File: src/hw/rtl/ll1er_pkg.sv
// Shared types, codes and table lookups for the LL(1) expression recognizer.
// Depends on nothing; every other file of the block but ll1er_ram imports it.

package ll1er_pkg;

	// Grammar symbols as held on the stack.
	typedef logic [3:0] sym_t;
	localparam sym_t SYM_END  = 4'd0;
	localparam sym_t SYM_E    = 4'd1;
	localparam sym_t SYM_H    = 4'd2;
	localparam sym_t SYM_T    = 4'd3;
	localparam sym_t SYM_U    = 4'd4;
	localparam sym_t SYM_F    = 4'd5;
	localparam sym_t SYM_PLUS = 4'd6;
	localparam sym_t SYM_STAR = 4'd7;
	localparam sym_t SYM_LP   = 4'd8;
	localparam sym_t SYM_RP   = 4'd9;
	localparam sym_t SYM_ID   = 4'd10;

	localparam int SYM_W   = 4;
	localparam int DEPTH_W = 5;

	// Verdict codes on the result port.
	typedef logic [1:0] verdict_t;
	localparam verdict_t VERDICT_MORE   = 2'd0;
	localparam verdict_t VERDICT_ACCEPT = 2'd1;
	localparam verdict_t VERDICT_REJECT = 2'd2;

	// Character bytes of the alphabet.
	localparam logic [7:0] CH_PLUS = 8'h2B;
	localparam logic [7:0] CH_STAR = 8'h2A;
	localparam logic [7:0] CH_LP   = 8'h28;
	localparam logic [7:0] CH_RP   = 8'h29;
	localparam logic [7:0] CH_END  = 8'h24;
	localparam logic [7:0] CH_LC_A = 8'h61;
	localparam logic [7:0] CH_LC_Z = 8'h7A;
	localparam logic [7:0] CH_UC_A = 8'h41;
	localparam logic [7:0] CH_UC_Z = 8'h5A;

	// Parse table columns, plus a code for characters outside the alphabet.
	typedef enum logic [2:0] {
		COL_PLUS, COL_STAR, COL_LP, COL_RP, COL_ID, COL_END, COL_BAD
	} col_t;

	// Productions; P_ERR marks an empty table entry.
	typedef enum logic [2:0] {
		P_ERR, P_PLUS_TH, P_STAR_FU, P_PAREN, P_TH, P_FU, P_ID, P_EPS
	} prod_t;

	// What one evaluation of the top of stack decides.
	typedef enum logic [1:0] {
		ACT_ACCEPT, ACT_REJECT, ACT_MATCH, ACT_EXPAND
	} act_kind_t;

	typedef struct packed {
		act_kind_t kind;
		prod_t     prod;
	} step_act_t;

	// Map a character byte onto its table column.
	function automatic col_t classify(logic [7:0] c);
		col_t col;
		if ((c >= CH_LC_A && c <= CH_LC_Z) || (c >= CH_UC_A && c <= CH_UC_Z)) begin
			col = COL_ID;
		end else begin
			case (c)
				CH_PLUS: col = COL_PLUS;
				CH_STAR: col = COL_STAR;
				CH_LP:   col = COL_LP;
				CH_RP:   col = COL_RP;
				CH_END:  col = COL_END;
				default: col = COL_BAD;
			endcase
		end
		return col;
	endfunction

	// Terminal symbol that a column stands for.
	function automatic sym_t col_term(col_t col);
		sym_t s;
		case (col)
			COL_PLUS: s = SYM_PLUS;
			COL_STAR: s = SYM_STAR;
			COL_LP:   s = SYM_LP;
			COL_RP:   s = SYM_RP;
			COL_ID:   s = SYM_ID;
			default:  s = SYM_END;
		endcase
		return s;
	endfunction

	// Fixed LL(1) table: nonterminal row by column.
	function automatic prod_t parse_table(sym_t nt, col_t col);
		prod_t p;
		p = P_ERR;
		case (nt)
			SYM_E: begin
				case (col) inside
					COL_LP, COL_ID: p = P_TH;
					default:        p = P_ERR;
				endcase
			end
			SYM_H: begin
				case (col) inside
					COL_PLUS:        p = P_PLUS_TH;
					COL_RP, COL_END: p = P_EPS;
					default:         p = P_ERR;
				endcase
			end
			SYM_T: begin
				case (col) inside
					COL_LP, COL_ID: p = P_FU;
					default:        p = P_ERR;
				endcase
			end
			SYM_U: begin
				case (col) inside
					COL_PLUS, COL_RP, COL_END: p = P_EPS;
					COL_STAR:                  p = P_STAR_FU;
					default:                   p = P_ERR;
				endcase
			end
			SYM_F: begin
				case (col) inside
					COL_LP:  p = P_PAREN;
					COL_ID:  p = P_ID;
					default: p = P_ERR;
				endcase
			end
			default: p = P_ERR;
		endcase
		return p;
	endfunction

	// Number of symbols on the right-hand side of a production.
	function automatic logic [1:0] prod_len(prod_t p);
		logic [1:0] n;
		case (p)
			P_PLUS_TH, P_STAR_FU, P_PAREN: n = 2'd3;
			P_TH, P_FU:                    n = 2'd2;
			P_ID:                          n = 2'd1;
			default:                       n = 2'd0;
		endcase
		return n;
	endfunction

	// Right-hand side symbol at position idx, counted left to right.
	function automatic sym_t prod_rhs(prod_t p, logic [1:0] idx);
		sym_t s;
		s = SYM_END;
		case (p)
			P_PLUS_TH: s = (idx == 2'd0) ? SYM_PLUS : (idx == 2'd1) ? SYM_T : SYM_H;
			P_STAR_FU: s = (idx == 2'd0) ? SYM_STAR : (idx == 2'd1) ? SYM_F : SYM_U;
			P_PAREN:   s = (idx == 2'd0) ? SYM_LP : (idx == 2'd1) ? SYM_E : SYM_RP;
			P_TH:      s = (idx == 2'd0) ? SYM_T : SYM_H;
			P_FU:      s = (idx == 2'd0) ? SYM_F : SYM_U;
			P_ID:      s = SYM_ID;
			default:   s = SYM_END;
		endcase
		return s;
	endfunction

endpackage

File: src/hw/rtl/ll1er_ram.sv
// Generic single-write, single-read RAM with a registered read port.
// Depends on nothing; holds the recognizer's symbol stack.

module ll1er_ram #(
	parameter int WIDTH = 4,
	parameter int DEPTH = 16
) (
	input  logic                     clk,
	input  logic                     we,
	input  logic [$clog2(DEPTH)-1:0] waddr,
	input  logic [WIDTH-1:0]         wdata,
	input  logic [$clog2(DEPTH)-1:0] raddr,
	output logic [WIDTH-1:0]         rdata
);

	logic [WIDTH-1:0] mem_q [DEPTH];

	// Write port and registered read port.
	always_ff @(posedge clk) begin
		if (we) begin
			mem_q[waddr] <= wdata;
		end
		rdata <= mem_q[raddr];
	end

endmodule

File: src/hw/rtl/ll1er_step.sv
// Decision unit: looks at the top of stack and the current column and
// decides accept, reject, terminal match or expansion. Depends on ll1er_pkg.

module ll1er_step import ll1er_pkg::*; (
	input  sym_t      top,
	input  col_t      col,
	output step_act_t act
);

	prod_t prod;

	assign prod = parse_table(top, col);

	// End marker settles the string; terminals must match; nonterminals expand, or reject on an empty table entry.
	always_comb begin
		act.prod = prod;
		if (top == SYM_END) begin
			act.kind = (col == COL_END) ? ACT_ACCEPT : ACT_REJECT;
		end else if (top >= SYM_PLUS) begin
			act.kind = (top == col_term(col)) ? ACT_MATCH : ACT_REJECT;
		end else if (prod == P_ERR) begin
			act.kind = ACT_REJECT;
		end else begin
			act.kind = ACT_EXPAND;
		end
	end

endmodule

File: src/hw/rtl/ll1_expression_recognizer.sv
// Top level of the LL(1) expression recognizer: sequencer, symbol stack RAM
// and decision unit. Depends on ll1er_pkg, ll1er_ram and ll1er_step.

// One item is one character; each gives one result with the verdict and the
// stack depth. The block takes one item at a time and is not ready while it
// works. Each pass over the stack reads the top entry from the RAM, then
// decides; an expansion then pushes its symbols one at a time, and an empty
// production pushes nothing. An accept or a reject also reloads the stack
// to end marker and E. After reset the block writes the initial stack
// before it takes its first item. The stack is a RAM of STACK_DEPTH entries
// with one read and one write port, which sets the pace of one stack access
// a cycle.

module ll1_expression_recognizer import ll1er_pkg::*; #(
	parameter int STACK_DEPTH = 16
) (
	input  logic               clk,
	input  logic               arst_n,
	input  logic [7:0]         char_in,
	input  logic               in_valid,
	output logic               in_ready,
	output logic [1:0]         verdict,
	output logic [DEPTH_W-1:0] stack_depth,
	output logic               out_valid,
	input  logic               out_ready
);

	localparam int AW  = $clog2(STACK_DEPTH);
	localparam int SPW = $clog2(STACK_DEPTH + 1);
	localparam logic [SPW:0] DEPTH_LIM = (SPW + 1)'(STACK_DEPTH);

	typedef enum logic [6:0] {
		ST_IDLE = 7'b0000001,
		ST_READ = 7'b0000010,
		ST_EVAL = 7'b0000100,
		ST_PUSH = 7'b0001000,
		ST_RLD0 = 7'b0010000,
		ST_RLD1 = 7'b0100000,
		ST_OUT  = 7'b1000000
	} state_t;

	state_t          state_q;
	logic [SPW-1:0]  sp_q;
	logic [SPW-1:0]  sp_dec;
	col_t            col_q;
	prod_t           prod_q;
	logic [1:0]      cnt_q;
	logic [1:0]      cnt_dec;
	verdict_t        res_q;
	logic            rld_out_q;
	logic            out_valid_q;
	verdict_t        verdict_q;
	logic [DEPTH_W-1:0] depth_q;

	logic            ram_we;
	logic [AW-1:0]   ram_waddr;
	sym_t            ram_wdata;
	sym_t            ram_rdata;
	step_act_t       act;
	logic [SPW:0]    need;
	logic            overflow;
	logic            out_load;

	assign sp_dec  = sp_q - SPW'(1);
	assign cnt_dec = cnt_q - 2'd1;

	// Stack after popping the nonterminal, plus the production's symbols.
	assign need     = {1'b0, sp_dec} + (SPW + 1)'(prod_len(act.prod));
	assign overflow = need > DEPTH_LIM;

	assign out_load = (state_q == ST_OUT) && (!out_valid_q || out_ready);

	// Symbol stack storage.
	ll1er_ram #(
		.WIDTH(SYM_W),
		.DEPTH(STACK_DEPTH)
	) u_stack (
		.clk  (clk),
		.we   (ram_we),
		.waddr(ram_waddr),
		.wdata(ram_wdata),
		.raddr(sp_dec[AW-1:0]),
		.rdata(ram_rdata)
	);

	// Decision on the symbol just read from the top of the stack.
	ll1er_step u_step (
		.top(ram_rdata),
		.col(col_q),
		.act(act)
	);

	// Stack writes: pushes of a production, or the reload to end marker and E.
	always_comb begin
		ram_we    = 1'b0;
		ram_waddr = sp_q[AW-1:0];
		ram_wdata = prod_rhs(prod_q, cnt_dec);
		unique case (state_q)
			ST_PUSH: ram_we = 1'b1;
			ST_RLD0: begin
				ram_we    = 1'b1;
				ram_waddr = AW'(0);
				ram_wdata = SYM_END;
			end
			ST_RLD1: begin
				ram_we    = 1'b1;
				ram_waddr = AW'(1);
				ram_wdata = SYM_E;
			end
			default: ram_we = 1'b0;
		endcase
	end

	// Sequencer.
	always_ff @(posedge clk or negedge arst_n) begin
		if (!arst_n) begin
			state_q   <= ST_RLD0;
			sp_q      <= SPW'(2);
			rld_out_q <= 1'b0;
			col_q     <= COL_BAD;
			prod_q    <= P_ERR;
			cnt_q     <= 2'd0;
			res_q     <= VERDICT_MORE;
		end else begin
			unique case (state_q)
				ST_IDLE: begin
					if (in_valid) begin
						col_q <= classify(char_in);
						if (classify(char_in) == COL_BAD) begin
							res_q     <= VERDICT_REJECT;
							rld_out_q <= 1'b1;
							state_q   <= ST_RLD0;
						end else begin
							state_q <= ST_READ;
						end
					end
				end
				ST_READ: state_q <= ST_EVAL;
				ST_EVAL: begin
					unique case (act.kind)
						ACT_ACCEPT: begin
							res_q     <= VERDICT_ACCEPT;
							rld_out_q <= 1'b1;
							state_q   <= ST_RLD0;
						end
						ACT_MATCH: begin
							sp_q    <= sp_dec;
							res_q   <= VERDICT_MORE;
							state_q <= ST_OUT;
						end
						ACT_EXPAND: begin
							if (overflow) begin
								res_q     <= VERDICT_REJECT;
								rld_out_q <= 1'b1;
								state_q   <= ST_RLD0;
							end else begin
								sp_q    <= sp_dec;
								prod_q  <= act.prod;
								cnt_q   <= prod_len(act.prod);
								state_q <= (prod_len(act.prod) == 2'd0) ? ST_READ : ST_PUSH;
							end
						end
						default: begin
							res_q     <= VERDICT_REJECT;
							rld_out_q <= 1'b1;
							state_q   <= ST_RLD0;
						end
					endcase
				end
				ST_PUSH: begin
					sp_q  <= sp_q + SPW'(1);
					cnt_q <= cnt_dec;
					if (cnt_q == 2'd1) begin
						state_q <= ST_READ;
					end
				end
				ST_RLD0: state_q <= ST_RLD1;
				ST_RLD1: begin
					sp_q      <= SPW'(2);
					rld_out_q <= 1'b0;
					state_q   <= rld_out_q ? ST_OUT : ST_IDLE;
				end
				ST_OUT: begin
					if (out_load) begin
						state_q <= ST_IDLE;
					end
				end
				default: state_q <= ST_IDLE;
			endcase
		end
	end

	// Output register: holds a result until it is taken.
	always_ff @(posedge clk or negedge arst_n) begin
		if (!arst_n) begin
			out_valid_q <= 1'b0;
		end else if (out_load) begin
			out_valid_q <= 1'b1;
		end else if (out_ready) begin
			out_valid_q <= 1'b0;
		end
	end

	always_ff @(posedge clk) begin
		if (out_load) begin
			verdict_q <= res_q;
			depth_q   <= DEPTH_W'(sp_q);
		end
	end

	assign in_ready    = (state_q == ST_IDLE);
	assign out_valid   = out_valid_q;
	assign verdict     = verdict_q;
	assign stack_depth = depth_q;

endmodule

File: config.mk
export PLATFORM = sky130hd
export DESIGN_NAME = ll1_expression_recognizer
export DESIGN_NICKNAME = d
export VERILOG_FILES = /design/src/hw/rtl/ll1er_pkg.sv /design/src/hw/rtl/ll1er_ram.sv /design/src/hw/rtl/ll1er_step.sv /design/src/hw/rtl/ll1_expression_recognizer.sv
export SDC_FILE = /design/constraint.sdc
export NUM_CORES = 1
export LEC_CHECK = 0
export BUFFER_PORTS_ARGS = -buffer_cell sky130_fd_sc_hd__clkbuf_2
export CAP_MARGIN = 0
export CORE_ASPECT_RATIO = 0.5
export CORE_MARGIN = 3
export CORE_UTILIZATION = 25
export DETAILED_ROUTE_END_ITERATION = 16
export GPL_ROUTABILITY_DRIVEN = 0
export PLACE_DENSITY = 0.44
export SYNTH_ARGS = -nofsm -noshare
export SYNTH_HDL_FRONTEND = slang
export SYNTH_SLANG_ARGS = --single-unit
File: constraint.sdc
create_clock -name clk -period 5.3 [get_ports clk]
set_clock_uncertainty 0.1 [all_clocks]
set_input_delay 1.06 -clock clk [delete_from_list [all_inputs] [get_ports clk]]
set_output_delay 1.06 -clock clk [all_outputs]
set_load 0.05 [all_outputs]
==> results of run 1 <==
[power by group through the flow]
stage / clock network, uW / logic (uW) / registers [uW]
after global routing: 680 / 980 / 1050
after detailed placement: 0 / 891 / 1050
after floorplan: 0 / 743 / 964
after global placement: 0 / 897 / 1050
after CTS: 651 / 896 / 1030
final: 636 / 885 / 1040
[registers in the layout (all words and copies together), names as in the netlist]
register       flops
prod_q             3
cnt_q              2
u_stack.rdata      4
col_q              3
out_valid          1
res_q              2
u_stack.mem_q     64
verdict            2
stack_depth        5
sp_q               5
rld_out_q          1
state_q            7
[routing by layer]
layer	up-vias	GRT usage (%)
met5	-	0
met4	0	2.61
met3	8	2.78
met2	73	16.4
met1	1624	15.9
li1	1576	-
[metrics by stage]
| step | hold slack [ns] | total power (uW) | setup WS (ns) | instance area [um^2] | instances |
|---|---|---|---|---|---|
| global placement | 0.335 | 1950 | 0.807 | 5370 | 668 |
| floorplan | 0.320 | 1710 | 1.29 | 5020 | 407 |
| detailed placement | 0.333 | 1940 | 0.727 | 5370 | 668 |
| CTS | 0.351 | 2580 | 0.689 | 5650 | 683 |
| global route | 0.356 | 2710 | 0.193 | 5650 | 683 |
| finish | 0.345 | 2560 | 0.702 | 5650 | 683 |
[layout make-up]
| cell class | instances | area share [%] |
|---|---|---|
| clock inverter | 6 | 0.997 |
| tap | 259 | 5.74 |
| inverter | 21 | 1.40 |
| timing repair buffer | 26 | 2.57 |
| multi-input combinational | 263 | 35.4 |
| clock buffer | 9 | 3.99 |
| sequential | 99 | 49.9 |
[path summary, 6_finish.rpt]
check,to,depth (start not counted),start
max,cnt_q[1]$_DFFE_PN0P_,14,col_q[2]$_DFFE_PN1P_
max in group asynchronous,prod_q[1]$_DFFE_PN0P_,1,arst_n
min,verdict[1]$_DFFE_PP_,0,res_q[1]$_DFFE_PN0P_
min reg2reg,verdict[1]$_DFFE_PP_,0,res_q[1]$_DFFE_PN0P_
max reg2reg,cnt_q[1]$_DFFE_PN0P_,14,col_q[2]$_DFFE_PN1P_
min in group asynchronous,state_q[1]$_DFFE_PN0P_,1,arst_n
[cells in the mapped netlist, types with 4 or more instances]
cell	number	area (um^2)
edfxtp_1	71	2130
nor2_1	32	120
nand2_1	23	86.3
o21ai_0	22	110
a21oi_1	21	105
inv_1	21	78.8
dfrtp_1	20	500
mux4_2	20	450
clkbuf_1	15	56.3
nor3_1	14	70.1
nand3_1	9	45.0
nor3b_1	8	60.1
a211oi_1	7	52.6
ha_1	7	87.6
nor2b_1	7	43.8
nand2b_1	6	37.5
nor4_1	6	37.5
a31oi_1	5	31.3
xor2_1	5	43.8
a22oi_1	4	30.0
buf_2	4	20.0
dfstp_2	4	105
dfxtp_1	4	80.1
mux2i_1	4	40.0
o22ai_1	4	25.0
xnor2_1	4	35.0
[kinds of logic (layout without fill, tap and decap cells)]
group | Yosys count | in the layout | share of synthesized area [%]
and+or+nand+nor | 128 | 128 | 14.0
buffers and inverters | 45 | 62 | 3.92
AOI/OAI and AO/OA | 94 | 94 | 12.4
DFF | 99 | 99 | 56.2
xor gates and xnor gates | 9 | 9 | 1.57
muxes | 24 | 24 | 9.78
adders and majority gates | 8 | 8 | 2.15
==> flow_summary.yaml, run 1 <==
die:
  initial_core_util_pct: 26.3
  fp-row-count: 35
  dieArea_um2: 21900
  die_x_um: 206
  core_region_area_um2: 19000
  die_h_um: 106
  ios: 21
final_layout:
  multiInputGateArea_um2: 2000
  final_common_cell: "edfxtp_1"
  nFillCells: 1950
  diodes: 0
  final_layout_size_suffix_gt1_share_pct: 18.2
  final_util_pct: 29.7
  seq_area_um2: 2820
  fin_nets: 440
  area_growth_syn_to_layout_pct: 12.6
  layout_common_cells: "71 x edfxtp_1, 32 x nor2_1, 23 x nand2_1"
worst_setup_path:
  endpoint_kind: "flip-flop"
  start_kind: "flip-flop"
  crit_family: "simple AND/OR/NAND/NOR gates"
  crit_slowest_cell: "dfstp_2"
  critical_path.most_common_cell: "mux2i_1"
  slowest_delay_ns: 0.60
  crit_type: "flip-flop to flip-flop"
  worst-path-buf-inv: 1
  path_max_fanout: 11
  rrSetupSlack_ns: 0.70
  required_ns: 5.40
  arrival_ns: 4.70
  crit_chain: "nor3b_2, a32oi_1, a221oi_1, nand2_1, mux2i_1, ha_1, inv_1, fa_1, or3_1, a211oi_1, nor3_1, nor3_2, mux2i_1, o21ai_1"
clocking:
  postCtsSetupBuffers: 0
  clockRootBuffer: "clkbuf_16"
  clock_latency_ns: 0.35
  cts.htree.levels: 3
  cts_inserted_buffers: 9
  cts_hold_buf: 0
  cts_tree: "built"
  clkTransAtPathRegs_ns: 0.07
  cts.sinks: 99
  cts_buffer_depth: 2
  cts-resized-gates: 0
sta:
  tns_ns: 0
  fmax_mhz: 217
  slew_headroom_pct: 29.7
  tightest_slew_ns: 1.05
  min_period_ns: 4.60
  rsz0062_at_grt: "false"
  finalHoldViolCount: 0
  setup_viol: 0
  finalCritPeriodShare_pct: 86.8
  maxSlewViolCount: 0
place:
  hpwl_um: 8250
  port-buffer-count: 20
power:
  clock_power_share_pct: 24.9
  p_per_area_nw_per_um2: 452
  internal-power_uw: 1600
  pwr-share-comb_pct: 34.6
  switching_power_uw: 960
  p_sw_share_pct: 37.6
  max-vdd-ir-drop_mv: 0.203
  total_leakage_power_uw: 0.00205
  pwr-share-seq_pct: 40.5
logic_synthesis:
  ys_warn_count: 0
  ys_types: 65
  syn_inst: 407
  ys_ff_latch: 99
  synth_edf_count: 71
  synthFlopType: "edfxtp_1"
  synth_seq_area_share_pct: 56.2
  synth.net_count: 427
  synth_area_um2: 5020
  synth_area_per_cell_um2: 12.3
  synthArstFlopShare_pct: 24.2
run_status:
  outcome: "complete, no violations"
grt:
  grt_util_all_layers_pct: 11.0
  gr-total-overflow: 0
  grt_pass1_wl_um: 18300
  grt_max_degree: 30
  grt_pass1_vias: 3108
  antenna_found_initial: 0
routing:
  met3_length_um: 544
  drt-vias-per-instance: 4.80
  avgRoutedWirePerCell_um: 17.0
  drc: 0
  dr.pass1.iters: 4
  ant_nets: 0
  highest_layer: "met4"
  wl_met2_um: 5150
  drt-total-wl_um: 11600
  wl_met1_um: 5800
  drt_iter0_markers: 263
  vias: 3281
run:
  drv_cap: 0
min_path:
  hp-class: "flip-flop to flip-flop"
No activity file was read; power rests on OpenSTA's default activity.
==> run 2, diff against run 1 <==
--- a/config.mk
+++ b/config.mk
@@ -12,7 +12,7 @@
 export CORE_UTILIZATION = 25
 export DETAILED_ROUTE_END_ITERATION = 16
 export GPL_ROUTABILITY_DRIVEN = 0
-export PLACE_DENSITY = 0.44
+export PLACE_DENSITY = 0.47
 export SYNTH_ARGS = -nofsm -noshare
 export SYNTH_HDL_FRONTEND = slang
 export SYNTH_SLANG_ARGS = --single-unit
==> constraint.sdc (replaced) <==
create_clock -name clk -period 5.2 [get_ports clk]
set_clock_uncertainty 0.1 [all_clocks]
set_input_delay 1.04 -clock clk [delete_from_list [all_inputs] [get_ports clk]]
set_output_delay 1.04 -clock clk [all_outputs]
set_load 0.05 [all_outputs]
==> flow_summary.yaml, run 2 (synthesis results as in run 1) <==
worst_setup_path:
  arrival_ns: 4.74
  endpoint_kind: "flip-flop"
  crit_family: "simple AND/OR/NAND/NOR gates"
  worst-path-stages: 14
  reg2reg_to: "cnt_q[1]$_DFFE_PN0P_"
  startpoint: "col_q[2]$_DFFE_PN1P_"
  required_ns: 5.30
  start_kind: "flip-flop"
  critical_path.most_common_cell: "mux2i_1"
  path_max_fanout: 11
  r2r-start: "col_q[2]$_DFFE_PN1P_"
  cp-endpoint: "cnt_q[1]$_DFFE_PN0P_"
  crit_type: "flip-flop to flip-flop"
  crit_chain: "nor3b_2, a32oi_1, a221oi_1, nand2_1, mux2i_1, ha_1, inv_1, fa_1, or3_1, a211oi_1, nor3_1, nor3_2, mux2i_1, o21ai_1"
  rrSetupSlack_ns: 0.56
  crit_slowest_cell: "dfstp_2"
  slowest_delay_ns: 0.59
  r2r_cells: 14
  worst-path-buf-inv: 1
power:
  total_leakage_power_uw: 0.00206
  max-vdd-ir-drop_mv: 0.203
  p_per_area_nw_per_um2: 457
grt:
  gr-total-overflow: 0
  grt_pass1_wl_um: 18300
  grt.met1_usage_pct: 15.2
  grt_util_all_layers_pct: 10.9
  met2_usage_pct: 17.1
  grt_pass1_vias: 3152
  busiest_layer: "met2"
  grt_max_degree: 30
  antenna_found_initial: 0
  use_met3_pct: 2.48
clocking:
  cts.sinks: 99
  clock_latency_ns: 0.35
  clkTransAtPathRegs_ns: 0.07
  cts_hold_buf: 0
  postCtsSetupBuffers: 0
  cts.htree.levels: 3
  cts_tree: "built"
  clockRootBuffer: "clkbuf_16"
  cts_buffer_depth: 2
  cts-resized-gates: 0
  cts_inserted_buffers: 9
final_layout:
  fin_nets: 440
  final_layout_size_suffix_gt1_share_pct: 18.4
  diodes: 0
  area_growth_syn_to_layout_pct: 12.7
  layout_common_cells: "71 x edfxtp_1, 32 x nor2_1, 23 x nand2_1"
  regMostFlops: "u_stack.mem_q"
  largest_reg_flops: 64
  nFillCells: 1944
  final_common_cell: "edfxtp_1"
  seq_area_um2: 2820
  largest_registers: "u_stack.mem_q: 64 flops, state_q: 7 flops"
  multiInputGateArea_um2: 2000
routing:
  drt-total-wl_um: 11400
  drc: 0
  drt_iter0_markers: 196
  ant_nets: 0
  dr.pass1.iters: 4
  drt-vias-per-instance: 4.76
  avgRoutedWirePerCell_um: 16.7
  vias: 3257
die:
  fp-row-count: 35
  die_x_um: 206
  die_h_um: 106
  core_region_area_um2: 19000
  ios: 21
  dieArea_um2: 21900
  initial_core_util_pct: 26.3
sta:
  setup_viol: 0
  tightest_slew_ns: 0.972
  final.setup.worst_slack_ns: 0.562
  tns_ns: 0
  rsz0062_at_grt: "false"
  slew_headroom_pct: 35.0
  min_period_ns: 4.64
  fin_hold_ws_ns: 0.351
  fmax_mhz: 216
  maxSlewViolCount: 0
  finalCritPeriodShare_pct: 89.2
  finalHoldViolCount: 0
run:
  drv_cap: 0
place:
  port-buffer-count: 20
  hpwl_um: 8230
  post-place-ws_ns: 0.609
run_status:
  outcome: "complete, no violations"
min_path:
  hp-class: "flip-flop to flip-flop"
run 2: worst min-delay path by stage:
stage	startpoint	depth (start not counted)	endpoint	slack [ns]
2_1_floorplan	sp_q[2]$_DFFE_PN0P_	0	stack_depth[2]$_DFFE_PP_	0.32
3_3_place_gp	res_q[1]$_DFFE_PN0P_	0	verdict[1]$_DFFE_PP_	0.34
3_5_place_dp	res_q[1]$_DFFE_PN0P_	0	verdict[1]$_DFFE_PP_	0.34
4_1_cts	res_q[1]$_DFFE_PN0P_	0	verdict[1]$_DFFE_PP_	0.36
5_1_grt	res_q[0]$_DFFE_PN0P_	0	verdict[0]$_DFFE_PP_	0.38
6_report	res_q[1]$_DFFE_PN0P_	0	verdict[1]$_DFFE_PP_	0.35
run 2: layout make-up:
class | count | share of cell area (%)
inverters | 21 | 1.39
well taps | 259 | 5.73
repair buffers | 26 | 2.57
multi-input cells | 263 | 35.4
flip-flops and latches | 99 | 49.8
clock buffers | 9 | 3.98
clock inverters | 7 | 1.08
run 2: through the flow:
| stage | utilization [%] | cells | instance area (um^2) | power [uW] |
|---|---|---|---|---|
| 2_1_floorplan | - | 407 | 5020 | 1740 |
| 3_3_place_gp | 28.2 | 668 | 5370 | 1970 |
| 3_5_place_dp | 28.2 | 668 | 5370 | 1970 |
| 4_1_cts | 29.7 | 684 | 5650 | 2620 |
| 5_1_grt | 29.7 | 684 | 5650 | 2760 |
| 6_report | 29.7 | 684 | 5650 | 2580 |
run 2: per-layer routing:
metal  up-vias  wire, um
li1       1580         -
met1      1611      5660
met2        60      5280
met3         6       432
met4         0        74
met5         -         0
run 2: power breakdown:
part,switching [uW],total (uW),internal (uW)
logic,514,889,375
registers,133,1050,919
clock network,307,642,335
total,954,2580,1630
==> run 3, diff against run 2 <==
--- a/config.mk
+++ b/config.mk
@@ -7,7 +7,7 @@
 export LEC_CHECK = 0
 export BUFFER_PORTS_ARGS = -buffer_cell sky130_fd_sc_hd__clkbuf_2
 export CAP_MARGIN = 0
-export CORE_ASPECT_RATIO = 0.5
+export CORE_ASPECT_RATIO = 1.1
 export CORE_MARGIN = 3
 export CORE_UTILIZATION = 25
 export DETAILED_ROUTE_END_ITERATION = 16
==> flow_summary.yaml, run 3 (synthesis results as in run 1) <==
sta:
  finalHoldViolCount: 0
  final.setup.worst_slack_ns: 0.669
  tightest_slew_ns: 1.23
  slew_headroom_pct: 17.5
  fmax_mhz: 221
  min_period_ns: 4.53
  finalCritPeriodShare_pct: 87.1
  maxSlewViolCount: 0
  rsz0062_at_grt: "false"
  tns_ns: 0
  setup_viol: 0
final_layout:
  largest_registers: "u_stack.mem_q: 64 flops, state_q: 7 flops"
  final_common_cell: "edfxtp_1"
  fin_nets: 440
  final_layout_size_suffix_gt1_share_pct: 18.1
  layout_common_cells: "71 x edfxtp_1, 32 x nor2_1, 23 x nand2_1"
  area_growth_syn_to_layout_pct: 12.9
  diodes: 0
  regMostFlops: "u_stack.mem_q"
  largest_reg_flops: 64
  nFillCells: 1987
die:
  core_region_area_um2: 19400
  die_h_um: 155
  dieArea_um2: 21800
  ios: 21
  die_x_um: 141
  initial_core_util_pct: 25.8
  fp-row-count: 53
worst_setup_path:
  critical_path.most_common_cell: "mux2i_1"
  path_max_fanout: 11
  startpoint: "col_q[2]$_DFFE_PN1P_"
  r2r_cells: 14
  rrSetupSlack_ns: 0.67
  crit_type: "flip-flop to flip-flop"
  endpoint_kind: "flip-flop"
  arrival_ns: 4.65
  crit_chain: "nor3b_2, a32oi_1, a221oi_1, nand2_1, mux2i_1, ha_1, inv_1, fa_1, or3_1, a211oi_1, nor3_1, nor3_2, mux2i_1, o21ai_1"
  reg2reg_to: "cnt_q[1]$_DFFE_PN0P_"
  start_kind: "flip-flop"
  crit_slowest_cell: "dfstp_2"
  r2r-start: "col_q[2]$_DFFE_PN1P_"
  required_ns: 5.31
  slowest_delay_ns: 0.60
routing:
  wl_met2_um: 5630
  vias: 3341
  ant_nets: 0
  met3_length_um: 482
  drt-vias-per-instance: 4.97
  drc: 0
  dr.pass1.iters: 5
  highest_layer: "met4"
  drt_iter0_markers: 300
  avgRoutedWirePerCell_um: 17.1
  drt-total-wl_um: 11500
  wl_met1_um: 5240
power:
  total_leakage_power_uw: 0.00207
  power_uw: 2640
  p_per_area_nw_per_um2: 466
  max-vdd-ir-drop_mv: 0.153
clocking:
  cts_buffer_depth: 2
  cts_inserted_buffers: 9
  clkTransAtPathRegs_ns: 0.07
  cts_hold_buf: 0
  clock_latency_ns: 0.35
  cts-resized-gates: 0
  cts_tree: "built"
  cts.htree.levels: 3
  cts.sinks: 99
  postCtsSetupBuffers: 0
  clockRootBuffer: "clkbuf_16"
place:
  hpwl_um: 8040
  post-place-ws_ns: 0.738
  port-buffer-count: 20
grt:
  grt_pass1_wl_um: 18300
  grt_pass1_vias: 3201
  gr-total-overflow: 0
  grt_max_degree: 30
  antenna_found_initial: 0
  grt_util_all_layers_pct: 10.9
min_path:
  hold_depth: 0
  hp-class: "flip-flop to flip-flop"
  whs_endpoint: "verdict[1]$_DFFE_PP_"
  worstHoldStart: "res_q[1]$_DFFE_PN0P_"
run:
  drv_cap: 0
run_status:
  outcome: "complete, no violations"
## run 3: layout make-up
type                    instances  area [um^2]  area share (%)
clock buffers                  10          229            4.04
clock inverters                 6         80.1            1.41
inverters                      21         78.8            1.39
multi-input cells             263         2000            35.4
flip-flops and latches         99         2820            49.8
well taps                     247          309            5.46
repair buffers                 26          145            2.56
## run 3: per-layer routing
layer	vias to the layer above	global-route usage (%)
li1	1577	-
met1	1674	14.6
met2	78	17.4
met3	12	2.94
met4	0	3.28
met5	-	0
## run 3: worst max-delay path: cells and delay by family, from the launching register on
family          cells  cell delay [ns]
flops               1             0.60
buf+inv             1             0.06
compound gates      4             0.98
mux                 2             0.53
fa+ha+maj           2             0.64
simple gates        5             1.49
## run 3: where the power goes
part	internal (uW)	switching, uW	total [uW]	leakage (uW)
clock network	383	308	691	0.000152
registers	919	137	1060	0.00108
logic	373	519	892	0.000829
total	1680	964	2640	0.00207
## run 3: worst max path at each step
stage                            to  slack [ns]  depth (start not counted)
2_1_floorplan  cnt_q[1]$_DFFE_PN0P_        1.19                         16
3_3_place_gp   cnt_q[1]$_DFFE_PN0P_        0.79                         14
3_5_place_dp   cnt_q[1]$_DFFE_PN0P_        0.74                         14
4_1_cts        cnt_q[1]$_DFFE_PN0P_        0.71                         14
5_1_grt        cnt_q[1]$_DFFE_PN0P_        0.28                         14
6_report       cnt_q[1]$_DFFE_PN0P_        0.67                         14
## run 3: metrics by stage
stage	std cells	utilization (%)	area [um^2]	hold WS [ns]
6_report	672	29.1	5660	0.353
5_1_grt	672	29.1	5660	0.360
4_1_cts	672	29.1	5660	0.355
3_5_place_dp	656	27.5	5350	0.349
3_3_place_gp	656	27.5	5350	0.336
2_1_floorplan	407	-	5020	0.320
